[src/rtl/frpr_pkg.sv]
// Package for the framed packet receiver: configuration and result types,
// register index codes, event codes and the byte-wide CRC-16-CCITT update.
// No dependencies.
package frpr_pkg;

  localparam int unsigned HEADER_BYTES    = 7;
  localparam int unsigned LIMIT_W         = 11;
  localparam int unsigned LIMIT_CEIL      = 2047;
  localparam int unsigned CFG_IDX_W       = 3;
  localparam int unsigned CFG_DATA_W      = 16;
  localparam int unsigned DEF_MAX_PAYLOAD = 1024;
  localparam logic [15:0] CCITT_POLY      = 16'h1021;
  localparam int unsigned OUT_DATA_W      = 96;
  localparam int unsigned OUT_USER_W      = 3;

  // Configuration register indexes
  typedef enum logic [CFG_IDX_W-1:0] {
    REG_MAGIC_FIRST  = 3'd0,
    REG_MAGIC_SECOND = 3'd1,
    REG_CMD_START    = 3'd2,
    REG_CMD_DATA     = 3'd3,
    REG_CMD_END      = 3'd4,
    REG_CMD_ABORT    = 3'd5,
    REG_PAYLOAD_LIM  = 3'd6,
    REG_CRC_SEED     = 3'd7
  } reg_idx_t;

  typedef enum logic [2:0] {
    EV_NONE      = 3'd0,
    EV_PAYLOAD   = 3'd1,
    EV_GOOD      = 3'd2,
    EV_BAD_CMD   = 3'd3,
    EV_OVERSIZE  = 3'd4,
    EV_CRC_ERR   = 3'd5
  } event_t;

  typedef struct packed {
    logic [7:0]         magic_first;
    logic [7:0]         magic_second;
    logic [7:0]         cmd_start;
    logic [7:0]         cmd_data;
    logic [7:0]         cmd_end;
    logic [7:0]         cmd_abort;
    logic [LIMIT_W-1:0] payload_limit;
    logic [15:0]        crc_seed;
  } cfg_t;

  typedef struct packed {
    event_t      kind;
    logic [7:0]  payload_byte;
    logic [9:0]  payload_index;
    logic [7:0]  command_code;
    logic [15:0] sequence_number;
    logic [15:0] payload_length;
    logic [15:0] crc_received;
    logic [15:0] crc_computed;
  } result_t;

  // One byte into CRC-16-CCITT, MSB first
  function automatic logic [15:0] crc16_byte(input logic [15:0] crc_in,
                                             input logic [7:0] data);
    logic [15:0] c;
    c = crc_in ^ {data, 8'h00};
    for (int k = 0; k < 8; k++) begin
      if (c[15]) begin
        c = {c[14:0], 1'b0} ^ CCITT_POLY;
      end else begin
        c = {c[14:0], 1'b0};
      end
    end
    return c;
  endfunction

endpackage

[src/rtl/framed_packet_receiver_crc16.sv]
// Framed packet receiver with CRC-16-CCITT check, one received byte per transaction.
// Each input transaction's result is registered in the output register as the byte is accepted.
// Throughput: 1 byte per cycle while the consumer takes results; the output register refills while it drains.
// Every input transaction yields exactly one output transaction (often kind "nothing").
// Reset (rst_n low, synchronous): hunt for the first magic byte, CRC = 0xFFFF,
// output empty, configuration registers back to their defaults.
module framed_packet_receiver_crc16
  import frpr_pkg::*;
#(
  parameter int unsigned MAX_PAYLOAD = DEF_MAX_PAYLOAD
) (
  input  logic                  clk,
  input  logic                  rst_n,
  // Input stream; tdata: rx_byte[7:0]
  input  logic                  in_tvalid,
  output logic                  in_tready,
  input  logic [7:0]            in_tdata,
  // Result stream
  output logic                  out_tvalid,
  input  logic                  out_tready,
  // tdata: payload_byte[7:0], payload_index[17:8], command_code[25:18],
  //        sequence_number[41:26], payload_length[57:42], crc_received[73:58],
  //        crc_computed[89:74], zero fill[95:90]
  output logic [OUT_DATA_W-1:0] out_tdata,
  // tuser: event_kind[2:0]
  output logic [OUT_USER_W-1:0] out_tuser,
  // Configuration write port
  input  logic                  cfg_we,
  input  logic [CFG_IDX_W-1:0]  cfg_index,
  input  logic [CFG_DATA_W-1:0] cfg_wdata
);

  cfg_t    cfg;
  result_t core_result;
  result_t held_result;
  logic    can_load;
  logic    in_fire;

  // Take a byte whenever the result register is empty or draining this cycle
  assign in_tready = can_load;
  assign in_fire   = in_tvalid && in_tready;

  frpr_cfg_regs u_cfg (
    .clk       (clk),
    .rst_n     (rst_n),
    .cfg_we    (cfg_we),
    .cfg_index (cfg_index),
    .cfg_wdata (cfg_wdata),
    .cfg       (cfg)
  );

  // Frame position, held header, running CRC; advance once per accepted byte
  frpr_core #(
    .MAX_PAYLOAD (MAX_PAYLOAD)
  ) u_core (
    .clk     (clk),
    .rst_n   (rst_n),
    .step    (in_fire),
    .rx_byte (in_tdata),
    .cfg     (cfg),
    .result  (core_result)
  );

  // Hold the result until the consumer takes it
  frpr_out_reg u_out (
    .clk        (clk),
    .rst_n      (rst_n),
    .load       (in_fire),
    .result     (core_result),
    .can_load   (can_load),
    .out_valid  (out_tvalid),
    .out_ready  (out_tready),
    .out_result (held_result)
  );

  assign out_tuser = held_result.kind;
  assign out_tdata = {6'b0,
                      held_result.crc_computed,
                      held_result.crc_received,
                      held_result.payload_length,
                      held_result.sequence_number,
                      held_result.command_code,
                      held_result.payload_index,
                      held_result.payload_byte};

endmodule

[src/rtl/frpr_cfg_regs.sv]
// Configuration register bank of the framed packet receiver.
// Depends on frpr_pkg.
module frpr_cfg_regs
  import frpr_pkg::*;
(
  input  logic                  clk,
  input  logic                  rst_n,
  input  logic                  cfg_we,
  input  logic [CFG_IDX_W-1:0]  cfg_index,
  input  logic [CFG_DATA_W-1:0] cfg_wdata,
  output cfg_t                  cfg
);

  cfg_t cfg_r;

  always_ff @(posedge clk) begin
    if (!rst_n) begin
      cfg_r.magic_first   <= 8'hAA;
      cfg_r.magic_second  <= 8'h55;
      cfg_r.cmd_start     <= 8'd1;
      cfg_r.cmd_data      <= 8'd2;
      cfg_r.cmd_end       <= 8'd3;
      cfg_r.cmd_abort     <= 8'd4;
      cfg_r.payload_limit <= LIMIT_W'(1024);
      cfg_r.crc_seed      <= 16'hFFFF;
    end else if (cfg_we) begin
      case (reg_idx_t'(cfg_index))
        REG_MAGIC_FIRST:  cfg_r.magic_first   <= cfg_wdata[7:0];
        REG_MAGIC_SECOND: cfg_r.magic_second  <= cfg_wdata[7:0];
        REG_CMD_START:    cfg_r.cmd_start     <= cfg_wdata[7:0];
        REG_CMD_DATA:     cfg_r.cmd_data      <= cfg_wdata[7:0];
        REG_CMD_END:      cfg_r.cmd_end       <= cfg_wdata[7:0];
        REG_CMD_ABORT:    cfg_r.cmd_abort     <= cfg_wdata[7:0];
        REG_PAYLOAD_LIM:  cfg_r.payload_limit <= cfg_wdata[LIMIT_W-1:0];
        REG_CRC_SEED:     cfg_r.crc_seed      <= cfg_wdata[15:0];
        default: ;
      endcase
    end
  end

  assign cfg = cfg_r;

endmodule

[src/rtl/frpr_core.sv]
// Frame tracking state and per-byte decode of the framed packet receiver.
// Depends on frpr_pkg.
module frpr_core
  import frpr_pkg::*;
#(
  parameter int unsigned MAX_PAYLOAD = DEF_MAX_PAYLOAD
) (
  input  logic       clk,
  input  logic       rst_n,
  input  logic       step,
  input  logic [7:0] rx_byte,
  input  cfg_t       cfg,
  output result_t    result
);

  localparam int unsigned LEN_BOUND = (MAX_PAYLOAD < LIMIT_CEIL) ? MAX_PAYLOAD : LIMIT_CEIL;
  localparam int unsigned POS_W     = $clog2(LEN_BOUND + HEADER_BYTES + 2);
  localparam logic [16:0] MAX_LEN17 = 17'(MAX_PAYLOAD);

  logic [POS_W-1:0] pos_r, pos_nxt;
  logic [7:0]       cmd_r, cmd_nxt;
  logic [15:0]      seq_r, seq_nxt;
  logic [15:0]      len_r, len_nxt;
  logic [15:0]      crc_r, crc_nxt;
  logic [7:0]       tlow_r, tlow_nxt;

  logic [15:0] crc_fed;
  logic [15:0] crc_seeded;
  logic [15:0] pidx;
  logic [16:0] limit17;
  logic [15:0] crc_rx;
  logic        cmd_ok;
  logic        header_out;
  logic        crc_out;

  assign crc_fed    = crc16_byte(crc_r, rx_byte);
  assign crc_seeded = crc16_byte(cfg.crc_seed, rx_byte);
  assign pidx       = 16'(pos_r) - 16'(HEADER_BYTES);
  assign limit17    = (17'(cfg.payload_limit) > MAX_LEN17) ? MAX_LEN17 : 17'(cfg.payload_limit);
  assign crc_rx     = {rx_byte, tlow_r};
  assign cmd_ok     = (cmd_r == cfg.cmd_start) || (cmd_r == cfg.cmd_data) ||
                      (cmd_r == cfg.cmd_end) || (cmd_r == cfg.cmd_abort);

  always_comb begin
    pos_nxt    = pos_r;
    cmd_nxt    = cmd_r;
    seq_nxt    = seq_r;
    len_nxt    = len_r;
    crc_nxt    = crc_r;
    tlow_nxt   = tlow_r;
    header_out = 1'b0;
    crc_out    = 1'b0;
    result     = '0;
    result.kind = EV_NONE;

    if (pos_r == POS_W'(0)) begin
      if (rx_byte == cfg.magic_first) begin
        crc_nxt = crc_seeded;
        pos_nxt = POS_W'(1);
      end
    end else if (pos_r == POS_W'(1)) begin
      if (rx_byte == cfg.magic_second) begin
        crc_nxt = crc_fed;
        pos_nxt = POS_W'(2);
      end else if (rx_byte == cfg.magic_first) begin
        crc_nxt = crc_seeded;
      end else begin
        crc_nxt = cfg.crc_seed;
        pos_nxt = '0;
      end
    end else if (pos_r < POS_W'(HEADER_BYTES)) begin
      crc_nxt = crc_fed;
      pos_nxt = pos_r + POS_W'(1);
      case (pos_r)
        POS_W'(2): cmd_nxt = rx_byte;
        POS_W'(3): seq_nxt = {8'h00, rx_byte};
        POS_W'(4): seq_nxt = {rx_byte, seq_r[7:0]};
        POS_W'(5): len_nxt = {8'h00, rx_byte};
        default: begin
          len_nxt = {rx_byte, len_r[7:0]};
          // Oversize length: report at the last header byte and resync
          if ({1'b0, len_nxt} > limit17) begin
            result.kind = EV_OVERSIZE;
            header_out  = 1'b1;
            pos_nxt     = '0;
            crc_nxt     = cfg.crc_seed;
          end
        end
      endcase
    end else if (pidx < len_r) begin
      crc_nxt              = crc_fed;
      pos_nxt              = pos_r + POS_W'(1);
      result.kind          = EV_PAYLOAD;
      result.payload_byte  = rx_byte;
      result.payload_index = pidx[9:0];
      header_out           = 1'b1;
    end else if (pidx == len_r) begin
      tlow_nxt = rx_byte;
      pos_nxt  = pos_r + POS_W'(1);
    end else begin
      // Trailer high byte: bad command outranks CRC mismatch
      if (!cmd_ok) begin
        result.kind = EV_BAD_CMD;
      end else if (crc_rx == crc_r) begin
        result.kind = EV_GOOD;
      end else begin
        result.kind = EV_CRC_ERR;
      end
      header_out = 1'b1;
      crc_out    = 1'b1;
      pos_nxt    = '0;
      crc_nxt    = cfg.crc_seed;
    end

    if (header_out) begin
      result.command_code    = cmd_nxt;
      result.sequence_number = seq_nxt;
      result.payload_length  = len_nxt;
    end
    if (crc_out) begin
      result.crc_received = crc_rx;
      result.crc_computed = crc_r;
    end
  end

  always_ff @(posedge clk) begin
    if (!rst_n) begin
      pos_r  <= '0;
      cmd_r  <= '0;
      seq_r  <= '0;
      len_r  <= '0;
      crc_r  <= 16'hFFFF;
      tlow_r <= '0;
    end else if (step) begin
      pos_r  <= pos_nxt;
      cmd_r  <= cmd_nxt;
      seq_r  <= seq_nxt;
      len_r  <= len_nxt;
      crc_r  <= crc_nxt;
      tlow_r <= tlow_nxt;
    end
  end

endmodule

[src/rtl/frpr_out_reg.sv]
// Result register of the framed packet receiver: holds one result until the
// downstream side takes it, and refills in the same cycle it drains.
// Depends on frpr_pkg.
module frpr_out_reg
  import frpr_pkg::*;
(
  input  logic    clk,
  input  logic    rst_n,
  input  logic    load,
  input  result_t result,
  output logic    can_load,
  output logic    out_valid,
  input  logic    out_ready,
  output result_t out_result
);

  logic    valid_r;
  result_t data_r;

  assign can_load = !valid_r || out_ready;

  always_ff @(posedge clk) begin
    if (!rst_n) begin
      valid_r <= 1'b0;
    end else if (load) begin
      valid_r <= 1'b1;
    end else if (out_ready) begin
      valid_r <= 1'b0;
    end
  end

  always_ff @(posedge clk) begin
    if (load) begin
      data_r <= result;
    end
  end

  assign out_valid  = valid_r;
  assign out_result = data_r;

endmodule
[config.mk]
export PLATFORM = sky130hd
export DESIGN_NAME = framed_packet_receiver_crc16
export DESIGN_NICKNAME = d
export VERILOG_FILES = /design/src/rtl/frpr_pkg.sv /design/src/rtl/framed_packet_receiver_crc16.sv /design/src/rtl/frpr_cfg_regs.sv /design/src/rtl/frpr_core.sv /design/src/rtl/frpr_out_reg.sv
export SDC_FILE = /design/constraint.sdc
export NUM_CORES = 1
export LEC_CHECK = 0
export BUFFER_PORTS_ARGS = -buffer_cell sky130_fd_sc_hd__buf_4
export CORE_ASPECT_RATIO = 1.4
export CORE_MARGIN = 2
export CORE_UTILIZATION = 54
export CTS_CLUSTER_SIZE = 14
export DETAILED_ROUTE_END_ITERATION = 7
export PLACE_DENSITY = 0.77
export SYNTH_ARGS = -nofsm -noshare
export SYNTH_HDL_FRONTEND = slang
export SYNTH_SLANG_ARGS = --single-unit
[constraint.sdc]
create_clock -name clk -period 4 [get_ports clk]
set_input_delay 0 -clock clk [delete_from_list [all_inputs] [get_ports clk]]
set_output_delay 0 -clock clk [all_outputs]
set_load 0.01 [all_outputs]
======== Yosys cells after proc, flatten, opt, wreduce, memory -nomap -nowiden ========
Index checks and enable logic that the tools add are counted.
word-level totals
  word-level logic and storage cells ...... 167
  register bits ........................... 244
  bits of input ports ..................... 32
  output and inout port bits .............. 101
operators by class
  mux-type cells .......................... 69
  reductions and logical operators ........ 24
  equal/unequal tests ..................... 23
  magnitude comparators ................... 4
  add/subtract/negate cells ............... 2
  bitwise logic cells ..................... 22
operator list
  cell                                                          number
  2-to-1 mux 16 bit                                             16
  2-to-1 mux 13 bit                                             16
  2-to-1 mux 11 bit                                             11
  case mux 16 bit (2 select lines)                              2
  == test 8 bit                                                 6
  inverter 3 bit                                                16
  == test 16 bit                                                2
  2-to-1 mux 8 bit                                              4
  XOR 16 bit                                                    2
  == test 11 x 2 -> 1 bit (second input constant)               2
  == test 11 x 3 -> 1 bit (second input constant)               2
  2-to-1 mux 3 bit                                              7
  greater-than comparator 16 x 17 -> 1 bit                      1
  less-than comparator 16 bit                                   1
  AND reduction 2 bit                                           8
  2-to-1 mux 1 bit                                              13
  == test 3 bit (second input constant)                         4
  subtractor 11 x 3 -> 12 bit (second input constant)           1
  adder 11 x 1 -> 11 bit (second input constant)                1
  == test 11 x 1 -> 1 bit (second input constant)               1
  greater-than comparator 11 bit (second input constant)        1
  zero test 11 bit                                              1
  less-than comparator 11 x 3 -> 1 bit (second input constant)  1
  OR reduction 4 bit                                            2
  15 further kinds                                              23

======== Logic depth before layout (Yosys ltp) ========
Gate-level depths: netlist of run 1.
  depth after elaboration ................. 22
  gate-level depth with buffers ........... 18
  mapped depth without buffers ............ 13

======== Modules after synthesis ========
Synthesis of run 1 repeated with hierarchy kept, for this count alone.
second synthesis, totals
  cells, all modules ...................... 1305
  area, all modules ....................... 12791.0 um^2
by module, submodules not included
  module                        area each (um^2)  times used  cells each  sequential area each (um^2)
  frpr_core                     6916.6            1           913         1501.4
  frpr_cfg_regs                 2977.9            1           287         1501.4
  frpr_out_reg                  2841.5            1           97          2812.7
  framed_packet_receiver_crc16  55.1              1           8           0.0

======== Worst setup path before layout of run 1 ========
No wires, ideal clock.
  path kind ............................... reg-to-reg
  start ................................... register u_core.pos_r[0]
  end ..................................... register u_core.tlow_r[0]
  buffers on the path ..................... 5
  period minus slack after synthesis ...... 3.831 ns
  stages on the path, launching flop included .. 17
  setup slack ............................. 0.169 ns
  setup time .............................. 0.128 ns
  arrival ................................. 3.703 ns
  data required time ...................... 3.872 ns
  cell sequence ........................... dfxtp_1 > ha_1 > clkbuf_1 > nand2_1 > nand3_1 > clkbuf_1 > clkbuf_1 > nand2_1 > ha_1 > nand4_1 > a2111o_1 > and3_1 > clkbuf_1 > or4_1 > clkbuf_1 > mux2i_1 > nor2_1
on the way
  word-level cells in the longest chain between the ends .. 4
  elaborated cells between the ends (all ways) .. 11
  classes of those cells .................. 1 x add/sub; 2 x order compare; 2 x eq/ne; 4 x bitwise; 2 x reduce/logical
ends and longest elaborated chain
  item                               RTL line          RTL
  from (decl)                        frpr_core.sv:20   logic [POS_W-1:0] pos_r, pos_nxt;
  from (signal assigned)             frpr_core.sv:135  pos_r <= pos_nxt;
  subtractor 11 x 3 -> 12 bit        frpr_core.sv:38   assign pidx = 16'(pos_r) - 16'(HEADER_BYTES);
  less-than comparator 16 bit        frpr_core.sv:90   end else if (pidx < len_r) begin
  inverter 1 bit (no line)           -
  AND reduction 6 bit (no line) (*)  -
  to (signal assigned)               frpr_core.sv:140  tlow_r <= tlow_nxt;
  to (decl)                          frpr_core.sv:25   logic [7:0] tlow_r, tlow_nxt;
Every way passes the cells marked *; elsewhere a longest branch is shown, timed or not.
A chain may end at the register's enable or synchronous reset.

======== Worst setup path after layout of run 1 ========
  start ................................... register u_core.pos_r[3]
  end ..................................... register u_core.pos_r[3]
on the way
  word-level cells in the longest chain between the ends .. 7
  elaborated cells between the ends (all ways) .. 22
  classes of those cells .................. 2 x add/sub; 2 x order compare; 8 x eq/ne; 7 x mux; 3 x reduce/logical
ends and longest elaborated chain
  item
  branches (longest 7 deep; another with less-than comparator 16 bit)
Parallel ways; which one is timed is not known.

==> impl_metrics.py, run 1 <==
metrics = {
    "placed_design": {
        "half_perimeter_wire_length_of_the_detailed_placement_result_um": 22110,
        "port_buffers": 126,
        "dp.cells": 1737,
        "place_congestion": 0.9520,
        "dpl_worst_slack_ps": 222.8,
    },
    "synthesis": {
        "synth-main-ff-cell": "dfxtp_1",
        "yosysTopAreaCell": "dfxtp_1",
        "synth_edf_count": 93,
        "synth_top_area_cells": "dfxtp_1, edfxtp_1, nand2_1, xnor2_1, nor2_1",
        "netlist_area_um2": 12420,
        "synth_area_in_xor_xnor_pct": 8.460,
        "synth_top_family_by_area": "simple AND/OR/NAND/NOR gates",
        "synth-warning-count": 0,
        "synth_compound_gate_area_share_pct": 11.60,
        "synth_seq_cells": 244,
        "postSynth.asyncResetShare_pct": 0,
        "post_synth.cell_area_avg_um2": 8.950,
        "muxShareOfSynthArea_pct": 2.649,
        "yosys.area_share.adder_pct": 3.122,
        "synthesis.instances": 1388,
        "synth.lib_cells_used.distinct": 63,
        "fraction_of_the_yosys_area_taken_by_sequential_cells_pct": 46.81,
        "synth.top_cell.area_share_pct": 24.33,
        "post_synth_and_or_nand_nor_area_fraction_pct": 22.27,
    },
    "sta": {
        "finalClockSkew_ps": 13.04,
        "maxSlewHeadroom_pct": 27.41,
        "sum_of_negative_setup_slack_ps": 0,
        "final.setup.worst_slack_ps": 296.5,
        "post-route-period-util_pct": 92.59,
        "setup_viol_count_final": 0,
        "setup_repair_after_global_routing_missed_its_margin": "no",
        "slew_viol_final": 0,
        "final_hold_viol_count": 0,
        "worst_slew_pin_slew_ps": 1085,
        "maxClockFrequency_mhz": 270.0,
        "fin_crit_ps": 3703,
    },
    "setup_path": {
        "worst_r2r_startpoint": "u_core.pos_r[3]",
        "critPathSlowestCell": "or4_1",
        "kind_of_cell_adding_the_most_delay_to_the_critical_path": "simple AND/OR/NAND/NOR gates",
        "cp_data_required_time_ps": 4450,
        "worst_path_most_repeated_cell": "buf_4",
        "critical_path.endpoint_type": "register",
        "cp.buffers_inverters": 3,
        "reg_to_reg_slack_setup_ps": 300,
        "reg2reg_to": "u_core.pos_r[3]",
        "cp_slowest_stage_delay_ps": 530,
        "critical_path.cell_chain": "nor4_1 -> buf_4 -> nand2_1 -> nor2_1 -> ha_1 -> nand4_1 -> buf_4 -> or4_1 -> nand2_1 -> a31oi_2 -> buf_4 -> o31a_1 -> nand2b_1 -> nor2_1",
        "crit_type": "reg2reg",
        "critical_path_arrival_ps": 4150,
        "cp-startpoint": "u_core.pos_r[3]",
        "timing.critical_path.from_type": "register",
        "crit_path_max_fanout": 31,
        "cp_capture_point": "u_core.pos_r[3]",
        "worst_r2r_path_depth": 14,
        "critical_path_cell_count": 14,
    },
    "finish": {
        "num_antenna_cells": 0,
        "syn_to_final_growth_pct": 17.78,
        "n_fill_cell": 1943,
        "finalNonFillerCells": 1817,
        "drive_above_1_share_pct": 14.58,
        "layout.nets": 1561,
    },
    "clock_tree": {
        "cts.path.max_buffers": 3,
        "tritoncts": "yes",
        "clock_sink_count": 244,
        "post-cts-setup-buffers": 0,
        "cts_inserted_buffers": 24,
        "cts.root.buffer_cell": "clkbuf_16",
        "skew_pair_late_insertion_delay_ps": 520,
        "cts.reportedPaths.clkPinSlew_ps": 60,
        "level_count_of_the_clock_h_tree": 1,
    },
    "global_routing": {
        "pin_count_of_the_biggest_net_entering_global_routing": 116,
        "antenna_found_initial": 0,
        "first_global_vias": 10090,
        "global_route_wire_length_before_repair_um": 52320,
        "grt-ovfl-total": 0,
        "global_route.usage.total_pct": 26.74,
    },
    "pwr": {
        "post-layout-total-power_uw": 5304,
        "p_per_area_nw_per_um2": 362.5,
        "vdd_ir_drop_max_mv": 0.3446,
        "p_leak_uw": 0.005465,
    },
    "routing": {
        "detail_route.iter0.violations": 837,
        "dr.pass1.iters": 5,
        "drt_drc_violations_left": 0,
        "totalWireLength_um": 32940,
        "num_vias": 10560,
        "routed_wire_length_per_instance_um": 18.13,
        "detail_route.vias_per_cell": 5.814,
        "drt.antenna.violating_nets": 0,
    },
    "run_status": {
        "outcome": "completed",
    },
    "hold_path": {
        "worstHoldPathType": "in2reg",
        "hold-path-cell-count": 4,
    },
    "floorplanning": {
        "fp-row-count": 65,
        "dieArea_um2": 24250,
        "ios": 133,
        "die_width_um": 132.2,
        "initial_core_util_pct": 54.95,
        "core_area_um2": 22610,
        "dieHeight_um": 183.5,
    },
    "flow_run": {
        "max_cap_viol_count": 0,
    },
}
cell usage in the layout (no fill, tap or decap), types with 4 or more instances in the layout:
master         count
dlygate4sd3_1     36
a21oi_2           11
nor4_1            12
a311oi_1           4
clkbuf_1           8
nand2b_1           8
and2_1            39
clkinv_2           4
or3_1              9
mux2_2             7
a21oi_1           91
o21ai_0           17
ha_1              31
nor3_1            20
and3_1            21
a22oi_1           26
clkbuf_16         25
a31oi_1            9
conb_1             6
nor2_2             4
nor2_1           134
nor2b_1            7
xor2_1            45
o31ai_1            8
nand4_1           30
xnor2_1           75
inv_1             27
edfxtp_1          93
or4_1              5
mux2i_1           25
nor3b_1            6
buf_4            152
a32oi_1           12
nand2_1          220
dfxtp_1          151
nand3_1           78
o211ai_1           8
state kept, by name, indices dropped and copies added, names as in the netlist:
| name | flops |
|---|---|
| u_cfg.cfg | 75 |
| u_core.tlow_r | 8 |
| u_out.out_valid | 1 |
| u_core.len_r | 16 |
| u_core.crc_r | 16 |
| u_out.out_result | 93 |
| u_core.pos_r | 11 |
| u_core.seq_r | 16 |
| u_core.cmd_r | 8 |
where the power goes:
group / leakage (uW) / switching, uW / internal [uW]
registers: 0.00216 / 31.2 / 2640
logic: 0.00294 / 283 / 182
clock network: 0.000356 / 938 / 1230
worst register-to-register path, cell delays in order (launching register included):
cell	delay [ps]
dfxtp_1	400
nor4_1	310
buf_4	180
nand2_1	90
nor2_1	350
ha_1	250
nand4_1	130
buf_4	160
or4_1	530
nand2_1	130
a31oi_2	60
buf_4	240
o31a_1	310
nand2b_1	310
nor2_1	190
worst min-delay path by stage:
stage,startpoint,end
after global placement,cfg_wdata[13],u_cfg.cfg[13]
after floorplan,cfg_wdata[8],u_cfg.cfg[8]
final,cfg_index[0],u_cfg.cfg[44]
after global routing,cfg_index[0],u_cfg.cfg[59]
after detailed placement,cfg_wdata[13],u_cfg.cfg[13]
after CTS,cfg_index[0],u_cfg.cfg[61]
stage by stage:
stage	hold slack, ps	util, %	area, um2
after floorplan	124.0	-	12440
after global placement	219.1	59.80	13520
after detailed placement	226.2	59.80	13520
after CTS	27.38	64.70	14630
after global routing	80.62	64.72	14630
final	43.30	64.72	14630
cell families (layout without fill, tap and decap cells):
family          Yosys count  after routing
compound gates          220            220
mux                      32             32
buf+inv                 141            264
xor+xnor                120            120
simple gates            599            599
flops                   244            244
fa+ha+maj                31             31
other cells               1              6
area by class of cell:
class	count	area (um2)	share of cell area [%]
Sequential cell	244	5816	39.75
Clock inverter	10	78.83	0.5387
Timing Repair Buffer	191	1562	10.67
Inverter	29	110.1	0.7525
Clock buffer	34	669.4	4.575
Multi-Input combinational cell	1008	6020	41.14
Tap cell	301	376.6	2.574
cell usage after synthesis, types with 4 or more instances:
cell and instances:
or3_1 9, edfxtp_1 93, clkbuf_2 7, mux2i_1 25
buf_6 6, a21oi_1 91, xor2_1 45, and3_1 21
nand3_1 78, nor3b_1 6, nand2b_1 8, nor2_2 4
and2_1 39, o211ai_1 8, or4_1 6, nor3_1 20
a22oi_1 26, nand4_1 30, nor2b_1 7, inv_1 28
a31oi_1 10, o31ai_1 9, xnor2_1 75, buf_2 12
a311oi_1 4, a32oi_1 12, nand2_1 220, dfxtp_1 151
nor4_1 13, buf_4 8, o21ai_0 18, a21oi_2 11
nor2_1 134, clkbuf_1 76, ha_1 31, mux2_2 7
routing by layer:
metal	global-route usage [%]	vias up	wire, um
met3	3.832	85	2747
met5	0	-	0
met1	33.60	4950	12840
li1	-	5031	-
met2	46.56	498	16190
met4	10.58	0	1166
what timing repair did:
item	4_1_cts	5_1_grt
hold endpoints to repair	114	0
hold buffers	36	0
resized for setup	0	1
endpoints found under the setup margin	0	2
(Power assumes the default switching activity.)
==> run 2: changes to the inputs <==
Settings changed: CORE_UTILIZATION 54 to 59, PLACE_DENSITY 0.77 to 0.8.
Clock period 4 ns to 3.46 ns, I/O delays scaled along.
==> run 2 against run 1 <==
Non-clock buffer count increased by 31. Register-to-register slack lost 230 ps. Total power rose by 14%. Die area decreased by 8.3%. Utilization increased by 7.6 points. Clock-buffer cell count grew 1. Cell count shrank 0.94%. Critical path depth is 2 lower. Combinational power rose by 18%. Clock power is 12% higher. Highest routed layer unchanged.
==> impl_metrics.py, run 2 (synthesized netlist as in run 1, its figures left out) <==
metrics = {
    "global_routing": {
        "antenna_found_initial": 0,
        "grt-ovfl-total": 0,
        "first_global_vias": 10310,
        "global_route_wire_length_before_repair_um": 53430,
        "global_route.usage.total_pct": 29.60,
        "pin_count_of_the_biggest_net_entering_global_routing": 87,
    },
    "finish": {
        "mostFrequentLayoutCells": "nand2_1, buf_4, dfxtp_1, nor2_1, edfxtp_1",
        "final_common_cell": "nand2_1",
        "area.sequential_um2": 5817,
        "drive_above_1_share_pct": 16.84,
        "n_fill_cell": 1547,
        "postLayoutCoreUtil_pct": 72.35,
        "multi_input_comb_area_um2": 6106,
        "largest_register_ffs": 93,
        "layout.nets": 1591,
        "finalInstanceArea_um2": 14870,
        "syn_to_final_growth_pct": 19.72,
        "num_antenna_cells": 0,
    },
    "sta": {
        "worst_slew_pin_slew_ps": 1174,
        "slew_viol_final": 0,
        "maxClockFrequency_mhz": 294.6,
        "setup_viol_count_final": 0,
        "final_hold_viol_count": 0,
        "post-route-period-util_pct": 98.09,
        "maxSlewHeadroom_pct": 21.23,
        "fin_crit_ps": 3394,
        "finalClockSkew_ps": 17.44,
        "fin_worst_hold_slack_ps": 38.74,
    },
    "floorplanning": {
        "ios": 133,
        "dieArea_um2": 22250,
        "die_width_um": 126.6,
        "fp-row-count": 62,
        "core_area_um2": 20560,
        "initial_core_util_pct": 60.43,
        "dieHeight_um": 175.7,
    },
    "setup_path": {
        "crit_type": "reg2reg",
        "timing.critical_path.from_type": "register",
        "cp_data_required_time_ps": 3840,
        "critical_path_arrival_ps": 3780,
        "critical_path.endpoint_type": "register",
        "crit_path_max_fanout": 8,
    },
    "routing": {
        "detail_route.vias_per_cell": 6.003,
        "num_vias": 10810,
        "routed_wire_length_per_instance_um": 18.76,
        "drt.antenna.violating_nets": 0,
        "drt_drc_violations_left": 0,
        "detail_route.iter0.violations": 1061,
        "totalWireLength_um": 33780,
        "dr.pass1.iters": 6,
    },
    "pwr": {
        "vdd_ir_drop_max_mv": 0.3925,
        "p_per_area_nw_per_um2": 408.2,
        "p_leak_uw": 0.005621,
        "post-layout-total-power_uw": 6071,
    },
    "clock_tree": {
        "cts_inserted_buffers": 23,
        "clock_sink_count": 244,
        "tritoncts": "yes",
        "level_count_of_the_clock_h_tree": 1,
        "skew_pair_late_insertion_delay_ps": 520,
        "cts.reportedPaths.clkPinSlew_ps": 70,
        "cts.root.buffer_cell": "clkbuf_16",
        "cts.path.max_buffers": 3,
    },
    "placed_design": {
        "instance_area_at_placement_um2": 13660,
        "port_buffers": 126,
        "place_congestion": 0.9389,
        "half_perimeter_wire_length_of_the_detailed_placement_result_um": 22290,
    },
    "hold_path": {
        "worstHoldPathType": "in2reg",
    },
    "flow_run": {
        "max_cap_viol_count": 0,
    },
    "run_status": {
        "outcome": "completed",
    },
}
run 2: worst paths after layout:
check                     to  cells after the start       startpoint  slack, ps
max reg2reg  u_core.crc_r[3]                     12  u_core.pos_r[3]         70
min            u_cfg.cfg[44]                      4     cfg_index[0]         40
max          u_core.crc_r[3]                     12  u_core.pos_r[3]         70
min reg2reg    u_cfg.cfg[20]                      2    u_cfg.cfg[20]        450
run 2: cell type report:
| type | count | area share (%) |
|---|---|---|
| repair buffers | 222 | 12.24 |
| multi-input cells | 1008 | 41.05 |
| flip-flops and latches | 244 | 39.11 |
| inverters | 29 | 0.7571 |
| clock buffers | 35 | 4.173 |
| well taps | 256 | 2.154 |
| clock inverters | 6 | 0.5132 |
run 2: timing repair:
item                                   CTS  global route
pin swaps                                1             6
resized for setup                        3            14
hold buffers                            35             0
endpoints found under the hold margin  104             0
setup endpoints to repair               25            29
gates cloned                             0             2
setup buffers                            1             5
run 2: through the flow:
| stage | TNS [ps] | worst slack [ps] | cells |
|---|---|---|---|
| floorplan | 0 | 12.12 | 1393 |
| global placement | 0 | 9.504 | 1716 |
| detailed placement | -1289 | -163.3 | 1716 |
| CTS | 0 | 13.04 | 1793 |
| global route | -215.2 | -44.67 | 1800 |
| finish | 0 | 66.10 | 1800 |
run 2: routing by layer:
| metal | GRT usage (%) | vias to the layer above | wire, um |
|---|---|---|---|
| li1 | - | 5097 | - |
| met1 | 37.18 | 5089 | 13200 |
| met2 | 51.58 | 521 | 16580 |
| met3 | 3.747 | 99 | 2631 |
| met4 | 11.77 | 0 | 1358 |
| met5 | 0 | - | 0 |
run 2: power breakdown:
part / total [uW] / switching, uW / internal [uW]
Sequential: 3090 / 36.1 / 3050
Clock: 2440 / 1060 / 1380
Combinational: 547 / 333 / 215
run 2: worst max-delay path: stages, from the launching register on:
cell	delay [ps]
dfxtp_1	340
nor4_4	400
nand2_2	140
o41ai_2	230
nand2_1	90
ha_1	300
nand4_1	150
or4_4	560
buf_4	180
o31ai_4	320
clkbuf_16	220
mux2i_2	220
a22oi_1	110
==> run 3: changes to the inputs <==
Settings changed: CELL_PAD_IN_SITES_DETAIL_PLACEMENT set to 1, CELL_PAD_IN_SITES_GLOBAL_PLACEMENT set to 1, CORE_UTILIZATION 59 to 45, PLACE_DENSITY 0.8 to not set, PLACE_DENSITY_LB_ADDON set to 0.1.
==> run 3 against run 2 <==
Maximum frequency down 0.39%. First-iteration DRC count down 41%. Worst setup slack worse by 13 ps. Routed wire length up 19%. Design area up 2.7%. Cell count up 6.8%. Non-clock buffer count up 3. Sequential power about the same. Worst hold slack worse by 15 ps. Register-to-register slack about the same. Utilization down 17 points. Critical endpoint is now u_core.crc_r[13]. Largest power group unchanged. Highest routed layer unchanged.
==> impl_metrics.py, run 3 (synthesized netlist as in run 1, its figures left out) <==
metrics = {
    "clock_tree": {
        "skew_pair_late_insertion_delay_ps": 540,
        "cts.root.buffer_cell": "clkbuf_16",
        "tritoncts": "yes",
        "cts.path.max_buffers": 3,
        "cts_inserted_buffers": 25,
        "clock_sink_count": 244,
        "cts.reportedPaths.clkPinSlew_ps": 70,
        "level_count_of_the_clock_h_tree": 1,
    },
    "finish": {
        "n_fill_cell": 3214,
        "drive_above_1_share_pct": 18.43,
        "mostFrequentLayoutCells": "nand2_1, buf_4, dfxtp_1, nor2_1, edfxtp_1",
        "area.sequential_um2": 5819,
        "final_common_cell": "nand2_1",
        "postLayoutCoreUtil_pct": 55.78,
        "syn_to_final_growth_pct": 22.96,
        "num_antenna_cells": 0,
        "layout.nets": 1596,
        "multi_input_comb_area_um2": 6168,
        "largest_register_ffs": 93,
    },
    "setup_path": {
        "critical_path.cell_chain": "nor4_4 -> nand2_2 -> o41ai_2 -> nand2_1 -> ha_4 -> nand4_1 -> a2111o_1 -> and3_4 -> o21ai_4 -> clkbuf_16 -> mux2_2 -> o31ai_1",
        "cp_data_required_time_ps": 3920,
        "timing.critical_path.from_type": "register",
        "critical_path_arrival_ps": 3860,
        "critical_path.endpoint_type": "register",
        "cp_slowest_stage_delay_ps": 360,
        "critPathSlowestCell": "a2111o_1",
        "crit_type": "reg2reg",
        "crit_path_max_fanout": 17,
    },
    "global_routing": {
        "antenna_found_initial": 1,
        "grt-ovfl-total": 0,
        "pin_count_of_the_biggest_net_entering_global_routing": 67,
        "first_global_vias": 11070,
        "global_route_wire_length_before_repair_um": 62530,
        "global_route.usage.total_pct": 27.55,
    },
    "flow_run": {
        "max_cap_viol_count": 0,
    },
    "floorplanning": {
        "dieArea_um2": 28970,
        "initial_core_util_pct": 45.36,
        "dieHeight_um": 200.6,
        "ios": 133,
        "core_area_um2": 27390,
        "fp-row-count": 72,
        "die_width_um": 144.4,
    },
    "placed_design": {
        "port_buffers": 126,
        "place_congestion": 0.8488,
        "half_perimeter_wire_length_of_the_detailed_placement_result_um": 26920,
    },
    "routing": {
        "drt_drc_violations_left": 0,
        "detail_route.iter0.violations": 623,
        "dr.pass1.iters": 5,
        "totalWireLength_um": 40220,
        "routed_wire_length_per_instance_um": 20.93,
        "num_vias": 10810,
        "drt.antenna.violating_nets": 0,
        "detail_route.vias_per_cell": 5.622,
    },
    "sta": {
        "post-route-period-util_pct": 98.48,
        "maxSlewHeadroom_pct": 26.69,
        "setup_viol_count_final": 0,
        "fin_worst_hold_slack_ps": 24.17,
        "fin_crit_ps": 3407,
        "finalClockSkew_ps": 15.35,
        "final_hold_viol_count": 0,
        "slew_viol_final": 0,
        "maxClockFrequency_mhz": 293.5,
        "worst_slew_pin_slew_ps": 1096,
    },
    "pwr": {
        "vdd_ir_drop_max_mv": 0.3771,
        "p_per_area_nw_per_um2": 423.5,
        "p_leak_uw": 0.005758,
    },
    "run_status": {
        "outcome": "completed",
    },
    "hold_path": {
        "worstHoldPathType": "in2reg",
    },
}
==> run 3: changes by cell type in the layout (fill, tap and decap cells not counted), moves of 4 or more <==
| cell | before | now |
|---|---|---|
| ha_1 | 31 | 27 |
| ha_4 | 0 | 4 |
| clkbuf_16 | 24 | 28 |
| clkinv_2 | 1 | 7 |
| clkbuf_1 | 12 | 4 |
==> run 3: repair_timing <==
action | CTS | global route
setup endpoints to repair | 32 | 33
gates resized for setup | 8 | 19
hold endpoints to repair | 107 | 0
buffers inserted | 1 | 5
pin swaps | 3 | 16
cloned | 0 | 2
hold buffers | 37 | 0
==> run 3: worst max-delay path, delay by kind of cell (launching register included) <==
kind	cells	cell delay [ps]
compound gates	4	1150
simple gates	5	1020
flops	1	340
mux	1	320
fa+ha+maj	1	290
buf+inv	1	190
==> run 3: cell type report <==
cell class                      instances  area share (%)
Multi-Input combinational cell       1008           40.38
Sequential cell                       244           38.09
Timing Repair Buffer                  225           12.27
Clock buffer                           33           4.529
Tap cell                              370           3.031
Clock inverter                         13          0.9583
Inverter                               29          0.7372
==> run 3: worst paths after layout <==
kind	startpoint	to	slack [ps]	cells after the start
setup / recovery	u_core.pos_r[3]	u_core.crc_r[13]	50	12
hold / removal	cfg_index[0]	u_cfg.cfg[44]	20	4
setup reg to reg	u_core.pos_r[3]	u_core.crc_r[13]	50	12
hold reg to reg	u_cfg.cfg[20]	u_cfg.cfg[20]	460	2
==> run 3: per-stage QoR <==
step	setup WS, ps	TNS [ps]	instances	power [uW]	cell area, um2
floorplan	12.12	0	1393	3452	12470
global placement	9.969	0	1833	3666	13860
detailed placement	-124.0	-955.1	1833	3677	13860
CTS	13.04	0	1917	6513	15110
global route	-77.37	-685.1	1922	6681	15280
finish	52.72	0	1922	6469	15280
==> run 3: metal layers <==
layer	vias to the layer above	track usage, %	part of all wire [%]
met4	0	6.553	2.2
met3	70	3.149	4.5
met5	-	0	0
li1	5102	-	-
met2	284	49.34	52
met1	5349	35.17	42
==> run 3: power breakdown <==
part / internal [uW] / switching, uW / total [uW]
Sequential: 3050 / 38.4 / 3090
Combinational: 220 / 346 / 565
Clock: 1640 / 1180 / 2820
